--- src/rtl/core/sfbpc_pkg.sv ---
// shared types and constants for the boiler phase controller
// no dependencies
package sfbpc_pkg;

   localparam int HistoryDepthDefault   = 8;
   localparam int RoutinePeriodDefault  = 30;
   localparam int SamplePeriodDefault   = 60;
   localparam int ManualTimeoutDefault  = 900;

   localparam logic signed [15:0] TEMP_SENSOR_ERR = -16'sd2032;
   localparam logic signed [15:0] TEMP_RESET      = 16'sd320;
   localparam logic signed [15:0] TEMP_FLUE_HI    = 16'sd4160;
   localparam logic signed [15:0] TEMP_FLUE_LO    = 16'sd3200;
   localparam int T30 = 480;
   localparam int T5  = 80;
   localparam int T2  = 32;
   localparam logic [15:0] KINDLE_LIMIT_S = 16'd900;
   localparam logic [15:0] FAN_LIMIT_S    = 16'd600;

   typedef enum logic [2:0] {
      OP_WATER = 3'd0, OP_FLUE = 3'd1, OP_TICK = 3'd2, OP_MODE = 3'd3,
      OP_TRIGGER = 3'd4, OP_FAN_TOGGLE = 3'd5, OP_PUMP_TOGGLE = 3'd6, OP_KINDLE = 3'd7
   } op_type;

   typedef enum logic [2:0] {
      PH_UNKNOWN = 3'd0, PH_OUT = 3'd1, PH_KINDLING = 3'd2, PH_BURNING = 3'd3,
      PH_DYING = 3'd4
   } phase_type;

   localparam logic [1:0] TR_STABLE  = 2'd0;
   localparam logic [1:0] TR_RISING  = 2'd1;
   localparam logic [1:0] TR_FALLING = 2'd2;

   localparam logic [1:0] ST_OFF    = 2'd0;
   localparam logic [1:0] ST_ON     = 2'd1;
   localparam logic [1:0] ST_MANUAL = 2'd2;

   localparam logic [2:0] REG_TARGET   = 3'd0;
   localparam logic [2:0] REG_HYST     = 3'd1;
   localparam logic [2:0] REG_THRESH   = 3'd2;
   localparam logic [2:0] REG_FLUE_EN  = 3'd3;
   localparam logic [2:0] REG_CUTOFF   = 3'd4;
   localparam logic [2:0] REG_PUMP_REL = 3'd5;
   localparam logic [2:0] REG_FAN_REL  = 3'd6;

   // commands from the sequencer to the datapath
   typedef struct packed {
      logic       load;      // latch the request
      logic       event_run; // apply the event and start a history pass
      logic       hist_step; // one history shift/fill step
      logic       trend_eval;
      logic       routine;   // run the phase routine
   } cmd_type;

   typedef struct packed {
      logic need_sample; // the tick wants a history sample
      logic need_routine;
      logic hist_last;   // last history step this pass
   } stat_type;

endpackage

--- src/rtl/core/sfbpc_ctrl.sv ---
// sequencer for the boiler phase controller: steps each transfer through event,
// history and trend when sampling, routine when due, and result; uses sfbpc_pkg
module sfbpc_ctrl
   import sfbpc_pkg::*;
(
   input  logic     clock,
   input  logic     reset,
   input  logic     req_fire,
   input  logic     out_free,
   input  stat_type stat,
   output cmd_type  cmd,
   output logic     req_ready,
   output logic     out_load
);

   typedef enum logic [2:0] {
      S_IDLE, S_EVENT, S_HIST, S_TREND, S_ROUTINE, S_DONE
   } state_type;

   state_type state_ff, state_in;

   always_comb begin
      state_in = state_ff;
      cmd      = '0;
      out_load = 1'b0;
      case (state_ff)
         S_IDLE: begin
            cmd.load = req_fire;
            if (req_fire) state_in = S_EVENT;
         end
         S_EVENT: begin
            cmd.event_run = 1'b1;
            if (stat.need_sample) state_in = S_HIST;
            else if (stat.need_routine) state_in = S_ROUTINE;
            else state_in = S_DONE;
         end
         S_HIST: begin
            cmd.hist_step = 1'b1;
            if (stat.hist_last) state_in = S_TREND;
         end
         S_TREND: begin
            cmd.trend_eval = 1'b1;
            state_in = stat.need_routine ? S_ROUTINE : S_DONE;
         end
         S_ROUTINE: begin
            cmd.routine = 1'b1;
            state_in = S_DONE;
         end
         S_DONE: begin
            if (out_free) begin
               out_load = 1'b1;
               state_in = S_IDLE;
            end
         end
         default: state_in = S_IDLE;
      endcase
   end

   always_ff @(posedge clock) begin
      if (reset) state_ff <= S_IDLE;
      else state_ff <= state_in;
   end

   assign req_ready = (state_ff == S_IDLE);

endmodule

--- src/rtl/core/sfbpc_hist.sv ---
// water temperature history with running half sums and trend
// one entry shifted per cycle while step is high; uses sfbpc_pkg
module sfbpc_hist
   import sfbpc_pkg::*;
#(
   parameter int HISTORY_DEPTH = HistoryDepthDefault
) (
   input  logic               clock,
   input  logic               reset,
   input  logic               start,      // begin a sample pass
   input  logic               step,
   input  logic               trend_eval,
   input  logic signed [15:0] sample,
   output logic               last,
   output logic [1:0]         trend
);

   localparam int C1 = HISTORY_DEPTH / 2;
   localparam int C2 = HISTORY_DEPTH - HISTORY_DEPTH / 2;
   localparam int IW = (HISTORY_DEPTH > 1) ? $clog2(HISTORY_DEPTH) : 1;
   localparam int SW = 16 + IW + 1;
   localparam int PW = SW + 8;

   logic signed [15:0] hist_ff [HISTORY_DEPTH];
   logic               filled_ff, filled_in;
   logic [IW-1:0]      idx_ff, idx_in;
   logic signed [SW-1:0] s1_ff, s1_in, s2_ff, s2_in;
   logic [1:0]         trend_ff, trend_in;
   logic signed [15:0] next_val;
   logic signed [PW-1:0] p1, p2;

   assign last = (idx_ff == IW'(HISTORY_DEPTH - 1));

   // value that lands at idx_ff in this step
   always_comb begin
      if (!filled_ff || idx_ff == IW'(HISTORY_DEPTH - 1)) next_val = sample;
      else next_val = hist_ff[idx_ff + IW'(1)];
   end

   always_comb begin
      idx_in    = idx_ff;
      s1_in     = s1_ff;
      s2_in     = s2_ff;
      filled_in = filled_ff;
      if (start) begin
         idx_in = '0;
         s1_in  = '0;
         s2_in  = '0;
      end else if (step) begin
         if (idx_ff < IW'(C1)) s1_in = s1_ff + SW'(next_val);
         else s2_in = s2_ff + SW'(next_val);
         if (last) filled_in = 1'b1;
         else idx_in = idx_ff + IW'(1);
      end
   end

   assign p1 = PW'(s1_ff) * PW'(C2);
   assign p2 = PW'(s2_ff) * PW'(C1);

   always_comb begin
      trend_in = trend_ff;
      if (trend_eval) begin
         if (p1 < p2) trend_in = TR_RISING;
         else if (p1 > p2) trend_in = TR_FALLING;
         else trend_in = TR_STABLE;
      end
   end

   always_ff @(posedge clock) begin
      if (reset) begin
         filled_ff <= 1'b0;
         trend_ff  <= TR_STABLE;
         idx_ff    <= '0;
      end else begin
         filled_ff <= filled_in;
         trend_ff  <= trend_in;
         idx_ff    <= idx_in;
      end
      s1_ff <= s1_in;
      s2_ff <= s2_in;
      if (step) hist_ff[idx_ff] <= next_val;
   end

   assign trend = trend_ff;

endmodule

--- src/rtl/core/sfbpc_dp.sv ---
// datapath: event handling, timers, phase rules and relay state
// uses sfbpc_pkg and sfbpc_hist
module sfbpc_dp
   import sfbpc_pkg::*;
#(
   parameter int HISTORY_DEPTH    = HistoryDepthDefault,
   parameter int ROUTINE_PERIOD_S = RoutinePeriodDefault,
   parameter int SAMPLE_PERIOD_S  = SamplePeriodDefault,
   parameter int MANUAL_TIMEOUT_S = ManualTimeoutDefault
) (
   input  logic               clock,
   input  logic               reset,
   input  cmd_type            cmd,
   output stat_type           stat,
   input  logic [2:0]         req_op,
   input  logic signed [15:0] req_temp,
   input  logic               req_level,
   input  logic               csr_we,
   input  logic [2:0]         csr_idx,
   input  logic [10:0]        csr_data,
   output logic [15:0]        result
);

   logic [10:0] tgt_ff, thr_ff;
   logic [8:0]  hys_ff;
   logic flue_en_ff, cutoff_ff, pump_rel_ff, fan_rel_ff;

   op_type             op_ff;
   logic signed [15:0] t_ff;
   logic               lvl_ff;
   logic               need_s_ff, need_r_ff;

   phase_type  phase_ff, phase_in;
   logic signed [15:0] water_ff, water_in, flue_ff, flue_in;
   logic winter_ff, winter_in, trig_ff, trig_in;
   logic pa_ff, pa_in, fa_ff, fa_in, pm_ff, pm_in, fm_ff, fm_in;
   logic fb_ff, fb_in, fw_ff, fw_in, te_ff, te_in, tc_ff, tc_in;
   logic [1:0] ps_ff, ps_in, fs_ff, fs_in;
   logic [15:0] ks_ff, ks_in, fr_ff, fr_in;
   logic [10:0] fms_ff, fms_in, pms_ff, pms_in;
   logic [7:0]  rs_ff, rs_in, ss_ff, ss_in;
   logic        ns_in, nr_in;
   logic [1:0]  trend;
   logic        hist_last;

   sfbpc_hist #(.HISTORY_DEPTH(HISTORY_DEPTH)) u_hist (
      .clock(clock), .reset(reset), .start(cmd.event_run), .step(cmd.hist_step),
      .trend_eval(cmd.trend_eval), .sample(water_ff), .last(hist_last), .trend(trend)
   );

   assign stat.need_sample  = need_s_ff;
   assign stat.need_routine = need_r_ff;
   assign stat.hist_last    = hist_last;

   // widened signed comparison operands
   logic signed [17:0] w, tgt, hys, thr, fl;
   assign w   = 18'(water_ff);
   assign fl  = 18'(flue_ff);
   assign tgt = $signed({7'd0, tgt_ff});
   assign hys = $signed({9'd0, hys_ff});
   assign thr = $signed({7'd0, thr_ff});

   always_comb begin
      logic rising, falling, running, done;
      logic [8:0] rsi;
      rising  = (trend == TR_RISING);
      falling = (trend == TR_FALLING);
      phase_in = phase_ff; water_in = water_ff; flue_in = flue_ff;
      winter_in = winter_ff; trig_in = trig_ff;
      pa_in = pa_ff; fa_in = fa_ff; pm_in = pm_ff; fm_in = fm_ff;
      fb_in = fb_ff; fw_in = fw_ff; te_in = te_ff; tc_in = tc_ff;
      ps_in = ps_ff; fs_in = fs_ff; ks_in = ks_ff; fr_in = fr_ff;
      fms_in = fms_ff; pms_in = pms_ff; rs_in = rs_ff; ss_in = ss_ff;
      ns_in = need_s_ff; nr_in = need_r_ff;
      running = 1'b0; done = 1'b0;
      rsi = (rs_ff == 8'hFF) ? {1'b0, rs_ff} : {1'b0, rs_ff} + 9'd1;

      // decide the passes at the transfer so the sequencer sees them in the event cycle
      if (cmd.load) begin
         ns_in = (op_type'(req_op) == OP_TICK) && (ss_ff == '0);
         case (op_type'(req_op))
            OP_WATER: nr_in = (req_temp != TEMP_SENSOR_ERR);
            OP_TICK:  nr_in = (rsi >= 9'(ROUTINE_PERIOD_S));
            OP_MODE:  nr_in = (req_level != winter_ff);
            default:  nr_in = 1'b0;
         endcase
      end

      if (cmd.event_run) begin
         case (op_ff)
            OP_WATER: begin
               if (t_ff != TEMP_SENSOR_ERR) begin
                  water_in = t_ff; rs_in = '0;
               end
            end
            OP_FLUE: begin
               flue_in = t_ff;
               if (cutoff_ff) begin
                  if (t_ff >= TEMP_FLUE_HI && !fb_ff) begin
                     if (fa_ff) begin
                        fa_in = 1'b0;
                        if (fan_rel_ff && !fm_ff) fs_in = ST_OFF;
                     end
                     fb_in = 1'b1;
                  end
                  if (t_ff <= TEMP_FLUE_LO && fb_ff) begin
                     fb_in = 1'b0;
                     if (fw_ff && !fa_ff) begin
                        fa_in = 1'b1; fr_in = '0;
                        if (fan_rel_ff) fs_in = ST_ON;
                     end
                  end
               end
            end
            OP_TICK: begin
               ks_in = (ks_ff == 16'hFFFF) ? ks_ff : ks_ff + 16'd1;
               fr_in = (fr_ff == 16'hFFFF) ? fr_ff : fr_ff + 16'd1;
               if (ss_ff == '0) begin
                  ss_in = 8'(SAMPLE_PERIOD_S - 1);
               end else ss_in = ss_ff - 8'd1;
               if (fm_ff) begin
                  fms_in = (fms_ff == 11'h7FF) ? fms_ff : fms_ff + 11'd1;
                  if (fms_in >= 11'(MANUAL_TIMEOUT_S)) begin
                     fm_in = 1'b0;
                     fs_in = (!fa_ff && fan_rel_ff) ? ST_OFF : ST_ON;
                  end
               end
               if (pm_ff) begin
                  pms_in = (pms_ff == 11'h7FF) ? pms_ff : pms_ff + 11'd1;
                  if (pms_in >= 11'(MANUAL_TIMEOUT_S)) begin
                     pm_in = 1'b0;
                     ps_in = (!pa_ff && pump_rel_ff) ? ST_OFF : ST_ON;
                  end
               end
               if (rsi >= 9'(ROUTINE_PERIOD_S)) begin
                  rs_in = '0;
               end else rs_in = rsi[7:0];
            end
            OP_MODE: begin
               if (lvl_ff != winter_ff) begin
                  if (!lvl_ff) te_in = 1'b1;
                  else begin tc_in = 1'b0; te_in = 1'b0; end
                  winter_in = lvl_ff;
               end
            end
            OP_TRIGGER: begin
               trig_in = lvl_ff;
               if (phase_ff == PH_DYING) begin
                  running = pm_ff || pa_ff;
                  if (!lvl_ff && running) begin
                     if (pa_ff) begin
                        fw_in = 1'b0; pa_in = 1'b0;
                        if (pump_rel_ff && !pm_ff) ps_in = ST_OFF;
                     end
                  end else if (lvl_ff && !running) begin
                     pa_in = 1'b1;
                     if (pump_rel_ff) ps_in = ST_ON;
                  end
               end
            end
            OP_FAN_TOGGLE: begin
               if (fm_ff) begin
                  fm_in = 1'b0; fs_in = (!fa_ff && fan_rel_ff) ? ST_OFF : ST_ON;
               end else begin
                  fms_in = '0; fm_in = 1'b1; fs_in = ST_MANUAL;
               end
            end
            OP_PUMP_TOGGLE: begin
               if (pm_ff) begin
                  pm_in = 1'b0; ps_in = (!pa_ff && pump_rel_ff) ? ST_OFF : ST_ON;
               end else begin
                  pms_in = '0; pm_in = 1'b1; ps_in = ST_MANUAL;
               end
            end
            default: begin
               // forced kindling, same as entering the kindling phase
               ks_in = '0;
               if (winter_ff) begin
                  if (!pa_ff) begin pa_in = 1'b1; if (pump_rel_ff) ps_in = ST_ON; end
               end else if (w < thr) begin
                  if (!pa_ff) begin pa_in = 1'b1; if (pump_rel_ff) ps_in = ST_ON; end
                  tc_in = 1'b0; te_in = 1'b0;
               end else if (pa_ff) begin
                  fw_in = 1'b0; pa_in = 1'b0;
                  if (pump_rel_ff && !pm_ff) ps_in = ST_OFF;
                  te_in = 1'b1;
               end
               fm_in = 1'b0;
               fw_in = 1'b1;
               if (!fb_ff && !fa_ff) begin
                  fa_in = 1'b1; fr_in = '0; if (fan_rel_ff) fs_in = ST_ON;
               end
               phase_in = PH_KINDLING;
            end
         endcase
      end

      if (cmd.routine) begin
         // working copies, updated in order like the rules
         logic pa, fa, pm, fw, te, tc;
         logic [1:0] ps, fs;
         logic [15:0] ks, fr;
         phase_type ph;
         logic goto_out, goto_kind, goto_burn, goto_dying;
         pa = pa_ff; fa = fa_ff; pm = pm_ff; fw = fw_ff; te = te_ff; tc = tc_ff;
         ps = ps_ff; fs = fs_ff; ks = ks_ff; fr = fr_ff; ph = phase_ff;
         goto_out = 1'b0; goto_kind = 1'b0; goto_burn = 1'b0; goto_dying = 1'b0;

         case (phase_ff)
            PH_UNKNOWN: begin
               if (w >= tgt - hys) goto_burn = 1'b1;
               else if (w >= 18'sd480 && rising) goto_kind = 1'b1;
               else if (w < 18'sd480 && !rising) goto_out = 1'b1;
               else if (w < thr && falling) goto_dying = 1'b1;
            end
            PH_OUT: if (w >= 18'sd480 && rising) goto_kind = 1'b1;
            PH_KINDLING: begin
               if (w >= thr && rising) goto_burn = 1'b1;
               else if (w < 18'sd480 && ks > KINDLE_LIMIT_S && !rising) goto_out = 1'b1;
               else if (w < thr - hys * 18'sd3 && falling && ks > KINDLE_LIMIT_S)
                  goto_dying = 1'b1;
               else if (!winter_ff) begin
                  if (w < thr && !pa) begin pa = 1'b1; if (pump_rel_ff) ps = ST_ON; end
                  else if (w >= thr && pa) begin
                     fw = 1'b0; pa = 1'b0; if (pump_rel_ff && !pm) ps = ST_OFF;
                  end
                  if (w >= thr + 18'sd80) begin te = 1'b1; tc = 1'b1; end
                  else if (w <= thr + 18'sd32) tc = 1'b0;
               end else if (!pa) begin
                  pa = 1'b1; if (pump_rel_ff) ps = ST_ON;
               end
            end
            PH_BURNING: begin
               if (w <= tgt - hys && !fa) begin
                  fw = 1'b1;
                  if (!fb_ff) begin fa = 1'b1; fr = '0; if (fan_rel_ff) fs = ST_ON; end
               end
               if (w >= tgt && fa) begin
                  if (!fb_ff) begin fa = 1'b0; if (fan_rel_ff && !fm_ff) fs = ST_OFF; end
               end
               if (w < thr && fr > FAN_LIMIT_S && falling) goto_dying = 1'b1;
               else if (flue_en_ff && fl < w + 18'sd480 && fa && falling) goto_dying = 1'b1;
               else if (!winter_ff) begin
                  if (w >= tgt + 18'sd80 && !pa) begin
                     pa = 1'b1; if (pump_rel_ff) ps = ST_ON;
                  end else if (w <= tgt && pa) begin
                     fw = 1'b0; pa = 1'b0; if (pump_rel_ff && !pm) ps = ST_OFF;
                  end
               end else if (!pa) begin
                  pa = 1'b1; if (pump_rel_ff) ps = ST_ON;
               end
            end
            PH_DYING: begin
               if (w >= thr && rising && !pa) begin
                  pa = 1'b1; if (pump_rel_ff) ps = ST_ON;
               end else if (w >= thr + 18'sd80 && rising) goto_burn = 1'b1;
               else if (w > 18'sd480 && rising) goto_kind = 1'b1;
               else begin
                  if (w < thr && pa) begin
                     fw = 1'b0; pa = 1'b0; if (pump_rel_ff && !pm) ps = ST_OFF;
                  end
                  if ((w < thr - 18'sd32 && falling) || (flue_en_ff && fl <= w))
                     goto_out = 1'b1;
               end
            end
            default: ;
         endcase

         if (goto_dying) begin
            running = pm || pa;
            if (!winter_ff) begin tc = 1'b0; te = 1'b0; end
            if (!trig_ff && running) begin
               if (pa) begin fw = 1'b0; pa = 1'b0; if (pump_rel_ff && !pm) ps = ST_OFF; end
            end else if (trig_ff && !running) begin
               pa = 1'b1; if (pump_rel_ff) ps = ST_ON;
            end
            if (!fb_ff && fa) begin fa = 1'b0; if (fan_rel_ff && !fm_ff) fs = ST_OFF; end
            ph = PH_DYING;
         end
         if (goto_out) begin
            // entering out twice is idempotent
            if (!winter_ff) begin tc = 1'b0; te = 1'b0; end
            if (pa) begin fw = 1'b0; pa = 1'b0; if (pump_rel_ff && !pm) ps = ST_OFF; end
            if (!fb_ff && fa) begin fa = 1'b0; if (fan_rel_ff && !fm_ff) fs = ST_OFF; end
            ph = PH_OUT;
         end
         if (goto_kind) begin
            ks = '0;
            if (winter_ff) begin
               if (!pa) begin pa = 1'b1; if (pump_rel_ff) ps = ST_ON; end
            end else if (w < thr) begin
               if (!pa) begin pa = 1'b1; if (pump_rel_ff) ps = ST_ON; end
               tc = 1'b0; te = 1'b0;
            end else if (pa) begin
               fw = 1'b0; pa = 1'b0; if (pump_rel_ff && !pm) ps = ST_OFF;
               te = 1'b1;
            end
            fm_in = 1'b0;
            fw = 1'b1;
            if (!fb_ff && !fa) begin fa = 1'b1; fr = '0; if (fan_rel_ff) fs = ST_ON; end
            ph = PH_KINDLING;
         end
         if (goto_burn) begin
            if (winter_ff) begin
               if (pm) begin
                  pm = 1'b0; ps = (!pa && pump_rel_ff) ? ST_OFF : ST_ON;
               end
               if (!pa && pump_rel_ff) begin pa = 1'b1; ps = ST_ON; end
            end else if (w < thr) begin
               if (!pa) begin pa = 1'b1; if (pump_rel_ff) ps = ST_ON; end
               te = 1'b0;
            end else if (pa) begin
               fw = 1'b0; pa = 1'b0; if (pump_rel_ff && !pm) ps = ST_OFF;
               te = 1'b1; tc = 1'b1;
            end
            if (w >= tgt && fa && !fb_ff) begin
               fa = 1'b0; if (fan_rel_ff && !fm_ff) fs = ST_OFF;
            end
            ph = PH_BURNING;
         end
         done = 1'b1;
         pa_in = pa; fa_in = fa; pm_in = pm; fw_in = fw; te_in = te; tc_in = tc;
         ps_in = ps; fs_in = fs; ks_in = ks; fr_in = fr; phase_in = ph;
      end
      if (done) nr_in = 1'b0;
   end

   always_ff @(posedge clock) begin
      if (reset) begin
         tgt_ff <= 11'd1360; hys_ff <= 9'd32; thr_ff <= 11'd960;
         flue_en_ff <= 1'b0; cutoff_ff <= 1'b0; pump_rel_ff <= 1'b0; fan_rel_ff <= 1'b0;
         phase_ff <= PH_UNKNOWN; water_ff <= TEMP_RESET; flue_ff <= TEMP_RESET;
         winter_ff <= 1'b1; trig_ff <= 1'b0;
         pa_ff <= 1'b0; fa_ff <= 1'b0; pm_ff <= 1'b0; fm_ff <= 1'b0;
         fb_ff <= 1'b0; fw_ff <= 1'b0; te_ff <= 1'b0; tc_ff <= 1'b0;
         ps_ff <= ST_OFF; fs_ff <= ST_OFF; ks_ff <= '0; fr_ff <= '0;
         fms_ff <= '0; pms_ff <= '0; rs_ff <= '0; ss_ff <= '0;
         need_s_ff <= 1'b0; need_r_ff <= 1'b0;
      end else begin
         if (csr_we) begin
            case (csr_idx)
               REG_TARGET:   tgt_ff <= csr_data;
               REG_HYST:     hys_ff <= csr_data[8:0];
               REG_THRESH:   thr_ff <= csr_data;
               REG_FLUE_EN:  flue_en_ff <= csr_data[0];
               REG_CUTOFF:   cutoff_ff <= csr_data[0];
               REG_PUMP_REL: pump_rel_ff <= csr_data[0];
               REG_FAN_REL:  fan_rel_ff <= csr_data[0];
               default: ;
            endcase
         end
         phase_ff <= phase_in; water_ff <= water_in; flue_ff <= flue_in;
         winter_ff <= winter_in; trig_ff <= trig_in;
         pa_ff <= pa_in; fa_ff <= fa_in; pm_ff <= pm_in; fm_ff <= fm_in;
         fb_ff <= fb_in; fw_ff <= fw_in; te_ff <= te_in; tc_ff <= tc_in;
         ps_ff <= ps_in; fs_ff <= fs_in; ks_ff <= ks_in; fr_ff <= fr_in;
         fms_ff <= fms_in; pms_ff <= pms_in; rs_ff <= rs_in; ss_ff <= ss_in;
         need_s_ff <= ns_in; need_r_ff <= nr_in;
      end
      if (cmd.load) begin
         op_ff <= op_type'(req_op); t_ff <= req_temp; lvl_ff <= req_level;
      end
   end

   assign result = {3'd0, tc_ff, te_ff, fs_ff, ps_ff,
                    fan_rel_ff & (fa_ff | fm_ff), pump_rel_ff & (pa_ff | pm_ff),
                    trend, phase_ff};

endmodule

--- src/rtl/core/solid_fuel_boiler_phase_controller.sv ---
// top level of the wood-boiler phase supervisor
// depends on sfbpc_pkg, sfbpc_ctrl, sfbpc_dp (with sfbpc_hist)
//
//  channel | dir | ports                          | payload
//  req     | in  | req_tvalid/tready/tdata/tuser  | operation (tuser), temperature, level
//  rsp     | out | rsp_tvalid/tready/tdata        | phase, trend, relays, status, tank
//  csr     | in  | csr_we/csr_idx/csr_data        | register writes, no read-back
//
// an item steps through event, then history and trend when a tick samples the
// history (one entry shifted per cycle through the history), then the routine when due;
// the result sits in an output register; the next transfer is taken while it waits
// synchronous active-high reset; no clearing pass
module solid_fuel_boiler_phase_controller
   import sfbpc_pkg::*;
#(
   parameter int HISTORY_DEPTH    = HistoryDepthDefault,
   parameter int ROUTINE_PERIOD_S = RoutinePeriodDefault,
   parameter int SAMPLE_PERIOD_S  = SamplePeriodDefault,
   parameter int MANUAL_TIMEOUT_S = ManualTimeoutDefault
) (
   input  logic        clock,
   input  logic        reset,
   input  logic        req_tvalid,
   output logic        req_tready,
   input  logic [23:0] req_tdata,  // temperature[15:0], level[16]
   input  logic [2:0]  req_tuser,  // operation[2:0]
   output logic        rsp_tvalid,
   input  logic        rsp_tready,
   output logic [15:0] rsp_tdata,  // boiler_phase, trend, pump_relay, fan_relay,
                                   // pump_status, fan_status, tank_external_control,
                                   // tank_circulation
   input  logic        csr_we,
   input  logic [2:0]  csr_idx,
   input  logic [10:0] csr_data
);

   cmd_type  cmd;
   stat_type stat;
   logic        out_load, out_free, idle_ready;
   logic [15:0] result;
   logic        vld_ff;
   logic [15:0] data_ff;

   assign out_free   = !vld_ff || rsp_tready;
   assign req_tready = idle_ready;

   sfbpc_ctrl u_ctrl (
      .clock(clock), .reset(reset), .req_fire(req_tvalid & idle_ready),
      .out_free(out_free), .stat(stat), .cmd(cmd), .req_ready(idle_ready),
      .out_load(out_load)
   );

   sfbpc_dp #(
      .HISTORY_DEPTH(HISTORY_DEPTH), .ROUTINE_PERIOD_S(ROUTINE_PERIOD_S),
      .SAMPLE_PERIOD_S(SAMPLE_PERIOD_S), .MANUAL_TIMEOUT_S(MANUAL_TIMEOUT_S)
   ) u_dp (
      .clock(clock), .reset(reset), .cmd(cmd), .stat(stat),
      .req_op(req_tuser), .req_temp(req_tdata[15:0]), .req_level(req_tdata[16]),
      .csr_we(csr_we), .csr_idx(csr_idx), .csr_data(csr_data), .result(result)
   );

   always_ff @(posedge clock) begin
      if (reset) vld_ff <= 1'b0;
      else if (out_load) vld_ff <= 1'b1;
      else if (rsp_tready) vld_ff <= 1'b0;
      if (out_load) data_ff <= result;
   end

   assign rsp_tvalid = vld_ff;
   assign rsp_tdata  = data_ff;

endmodule
--- config.mk ---
export PLATFORM = sky130hd
export DESIGN_NAME = solid_fuel_boiler_phase_controller
export DESIGN_NICKNAME = d
export VERILOG_FILES = /design/src/rtl/core/sfbpc_pkg.sv /design/src/rtl/core/sfbpc_ctrl.sv /design/src/rtl/core/sfbpc_hist.sv /design/src/rtl/core/sfbpc_dp.sv /design/src/rtl/core/solid_fuel_boiler_phase_controller.sv
export SDC_FILE = /design/constraint.sdc
export NUM_CORES = 1
export LEC_CHECK = 0
export ABC_AREA = 1
export ABC_CLOCK_PERIOD_IN_PS = 5200
export BUFFER_PORTS_ARGS = -buffer_cell sky130_fd_sc_hd__buf_4
export CAP_MARGIN = 40
export CORE_ASPECT_RATIO = 1.1
export CORE_MARGIN = 2
export CORE_UTILIZATION = 30
export DETAILED_ROUTE_END_ITERATION = 10
export PLACE_DENSITY = 0.47
export SLEW_MARGIN = 25
export SYNTH_ARGS = -nofsm -noshare
export SYNTH_HDL_FRONTEND = slang
export SYNTH_HIERARCHICAL = 1
export SYNTH_SLANG_ARGS = --single-unit
--- constraint.sdc ---
create_clock -name clock -period 5.2 [get_ports clock]
set_clock_uncertainty 0.1 [all_clocks]
set_input_delay 1.04 -clock clock [delete_from_list [all_inputs] [get_ports clock]]
set_output_delay 1.04 -clock clock [all_outputs]
set_load 0.05 [all_outputs]
==> results.cfg <==
[clocking]
cts_tree = built
insertion_delay_ns = 0.59
clk_pin_slew_ns = 0.06
clock_path_buffers = 3
htreeDepth = 2
cts_buffers = 46
cts_hold_repair.buffers = 0
clockRootBuffer = clkbuf_16
cts_sinks = 370

[power_and_ir_drop]
swShare_pct = 40.50
power_density_mw_per_mm2 = 407.5
p_clk_share_pct = 29.3
power_frac_comb_pct = 37.4
internal_power_uw = 6832
leakagePower_uw = 0.01185
vdd_drop_max_mv = 0.2318
sequentialPowerShare_pct = 33.3
power_switching_uw = 4650

[logic_synthesis]
ys.flop_type = dfxtp_1
synth.yosys.seq_area_share_pct = 36.59
ys_ff_latch = 370
async_flop_share_pct = 0
synth_cell_types = 75
ys_warn_count = 6
avgSynthCellArea_sq_um = 7.625
netlist_instances = 3243
synth_edf_count = 164
synthesis.area_sq_mm = 0.02473

[layout]
fillers = 8765
fin_cells = 4409
num-nets-final = 3579
syn_to_final_growth_pct = 13.94
drive_gt1_share_pct = 10.53
finish.utilization_pct = 34.46
fin_area_sq_mm = 0.02817

[routing]
drc_errors = 0
post_drt_wl_per_cell_microns = 16.86
wirelength_mm = 74.34
drt.antenna.violating_nets = 0
first_pass_iters = 6
first_iter_violations = 1301
vias = 21461
via_per_inst = 4.868

[run_status]
status = completed

[floorplanning]
core_area_sq_mm = 0.08175
start_util_pct = 30.25
ios = 64
fp.dieW_microns = 277.7
fp-row-count = 110
die_h_microns = 305.1
fp.dieArea_sq_mm = 0.08474

[setup_path]
reg2regPathDepth = 31
path_max_fanout = 6
cpMaxStageDelayCell = fa_1
critPathKind = reg2reg
reg2reg_to = u_dp/ps_ff[0]
slowest_delay_ns = 0.57
critical-path-top-cell-by-count = nand2_1
r2r-start = u_dp/hys_ff[1]
cp_top_family = simple AND/OR/NAND/NOR gates
cp.arrival_ns = 5.16
worstSetupEndpointType = register
ff2ff_setup_slack_ns = 0.38
cp_num_buf_inv = 1
startpoint_type = register
cp_data_required_time_ns = 5.54

[sta]
timing.final.crit_period_ns = 4.821
fin_crit_sh_pct = 92.70
maxSlewViolCount = 0
tns_ns = 0
fmax_mhz = 207.4
finalSetupViolCount = 0
worst_pin_slew_ns = 0.8541
rsz0062_at_grt = no
hold_viol_final = 0
max_slew_margin_pct = 42.68

[grt]
grt_antenna_before_repair = 0
grt_pass1_wl_mm = 116.9
grt_max_degree = 59
grt_pass1_vias = 20586
gr-total-overflow = 0
track_usage_pct = 17.37

[place]
dpl_cell_area_sq_mm = 0.02645
hpwl_mm = 54.10
dp.cells = 4322
portBuffers = 56
place.gp.congestion = 0.8470

[hold_path]
min_from = u_dp/rs_ff[7]
hp-class = reg2reg
whs_path_depth = 2
whs_endpoint = u_dp/rs_ff[7]

[flow_run]
maxCapViolCount = 0
tightest hold or removal path, delay by kind of cell (launching register included):
kind,cells,cell delay (ns)
flops,1,0.31
simple gates,1,0.05
buf+inv,1,0.06
cells in the mapped netlist (11+ instances only):
cell,n,area [sq um]
inv_2,26,97.59
o21ai_0,253,1266
nor2_2,15,93.84
edfxtp_1,164,4925
nand4_1,45,281.5
buf_4,13,97.59
o211ai_1,30,225.2
a31oi_1,35,219.0
buf_2,11,55.05
nor4_1,11,68.82
nand3_1,164,820.8
o21bai_1,15,112.6
nand3_2,17,170.2
nand2_1,567,2128
nor2_1,374,1404
a21oi_2,13,113.9
xor2_1,60,525.5
xnor2_1,20,175.2
nand2_2,29,181.4
dfxtp_1,206,4124
a211oi_1,18,135.1
o221ai_1,26,227.7
ha_1,213,2665
a21oi_1,257,1286
fa_1,11,220.2
inv_1,407,1528
nor3_1,60,300.3
clkbuf_1,57,214.0
kinds of logic after synthesis:
kind of cell               after synthesis  share of synthesized area [%]
AOI/OAI and AO/OA                      715                          16.78
other                                    1                        0.01517
buffers and inverters                  533                          8.587
and+or+nand+nor                       1319                          23.48
adders and majority gates              224                          11.67
muxes                                    1                        0.04048
xor gates and xnor gates                80                          2.834
DFF                                    370                          36.59
how the worst max path moves through the flow:
stage                   start             to  depth (start not counted)
3_3_place_gp   u_dp/hys_ff[2]  u_dp/ps_ff[0]                         30
4_1_cts        u_dp/hys_ff[2]  u_dp/ps_ff[0]                         32
3_5_place_dp   u_dp/hys_ff[2]  u_dp/ps_ff[0]                         32
6_report       u_dp/hys_ff[1]  u_dp/ps_ff[0]                         31
5_1_grt        u_dp/hys_ff[1]  u_dp/ps_ff[0]                         31
2_1_floorplan  u_dp/hys_ff[1]  u_dp/ps_ff[0]                         34
power by group through the flow:
| stage | Clock [uW] | Sequential [uW] | Combinational, uW |
|---|---|---|---|
| after floorplan | 0 | 3770 | 3060 |
| after global placement | 0 | 3890 | 4250 |
| after detailed placement | 0 | 3880 | 4260 |
| after CTS | 3470 | 3820 | 4290 |
| after global routing | 3570 | 3870 | 4890 |
| final | 3360 | 3830 | 4300 |
cells in the final DEF, fill, tap and decap left out, drive strengths merged, types with 57 or more instances in the layout:
cell	count
a21oi	272
buf	107
clkbuf	57
dfxtp	206
edfxtp	164
ha	213
inv	435
nand2	603
nand3	183
nor2	393
nor3	62
o21ai	265
xor2	60
through the flow:
| step | hold slack, ns | setup slack, ns | power (uW) |
|---|---|---|---|
| final | 0.3626 | 0.3793 | 11480 |
| after global routing | 0.3929 | 0.005196 | 12330 |
| after CTS | 0.3631 | 0.03774 | 11580 |
| after detailed placement | 0.3570 | 0.04345 | 8144 |
| after global placement | 0.3516 | 0.04015 | 8131 |
| after floorplan | 0.3312 | 0.8535 | 6828 |
flip-flops by register name, indices dropped and copies added, names as in the netlist, 3 cells and up:
signal               count
rsp_tdata               16
u_ctrl/state_ff          3
u_dp/flue_ff            16
u_dp/fms_ff             11
u_dp/fr_ff              16
u_dp/hys_ff              9
u_dp/ks_ff              16
u_dp/op_ff               3
u_dp/phase_ff            3
u_dp/pms_ff             11
u_dp/rs_ff               8
u_dp/ss_ff               8
u_dp/t_ff               16
u_dp/tgt_ff             11
u_dp/thr_ff             11
u_dp/u_hist/hist_ff    128
u_dp/u_hist/idx_ff       3
u_dp/u_hist/s1_ff       20
u_dp/u_hist/s2_ff       20
u_dp/water_ff           16
area by class of cell:
type                       instances  area [sq um]  share of cell area, %
tap                             1064          1331                  4.725
multi-input combinational       2342         13770                  48.86
antenna                            1         2.502               0.008882
clock inverter                    26         334.1                  1.186
timing repair buffer             107         814.5                  2.891
inverter                         442          1662                  5.897
sequential                       370          9052                  32.13
clock buffer                      57          1212                  4.303
metal layers:
metal | wire length, microns | vias to the layer above | global-route usage (%) | part of all wire, %
met5 | 0 | - | 0 | 0
li1 | - | 11110 | - | -
met4 | 1658 | 0 | 4.324 | 2.2
met1 | 36480 | 9980 | 24.12 | 49
met3 | 2557 | 81 | 2.177 | 3.4
met2 | 33640 | 290 | 28.50 | 45
timing repair:
action	CTS	global route
resized for setup	0	35
endpoints found under the setup margin	0	44
setup buffers	0	3
Note: power is estimated with default switching activity, not from simulation.
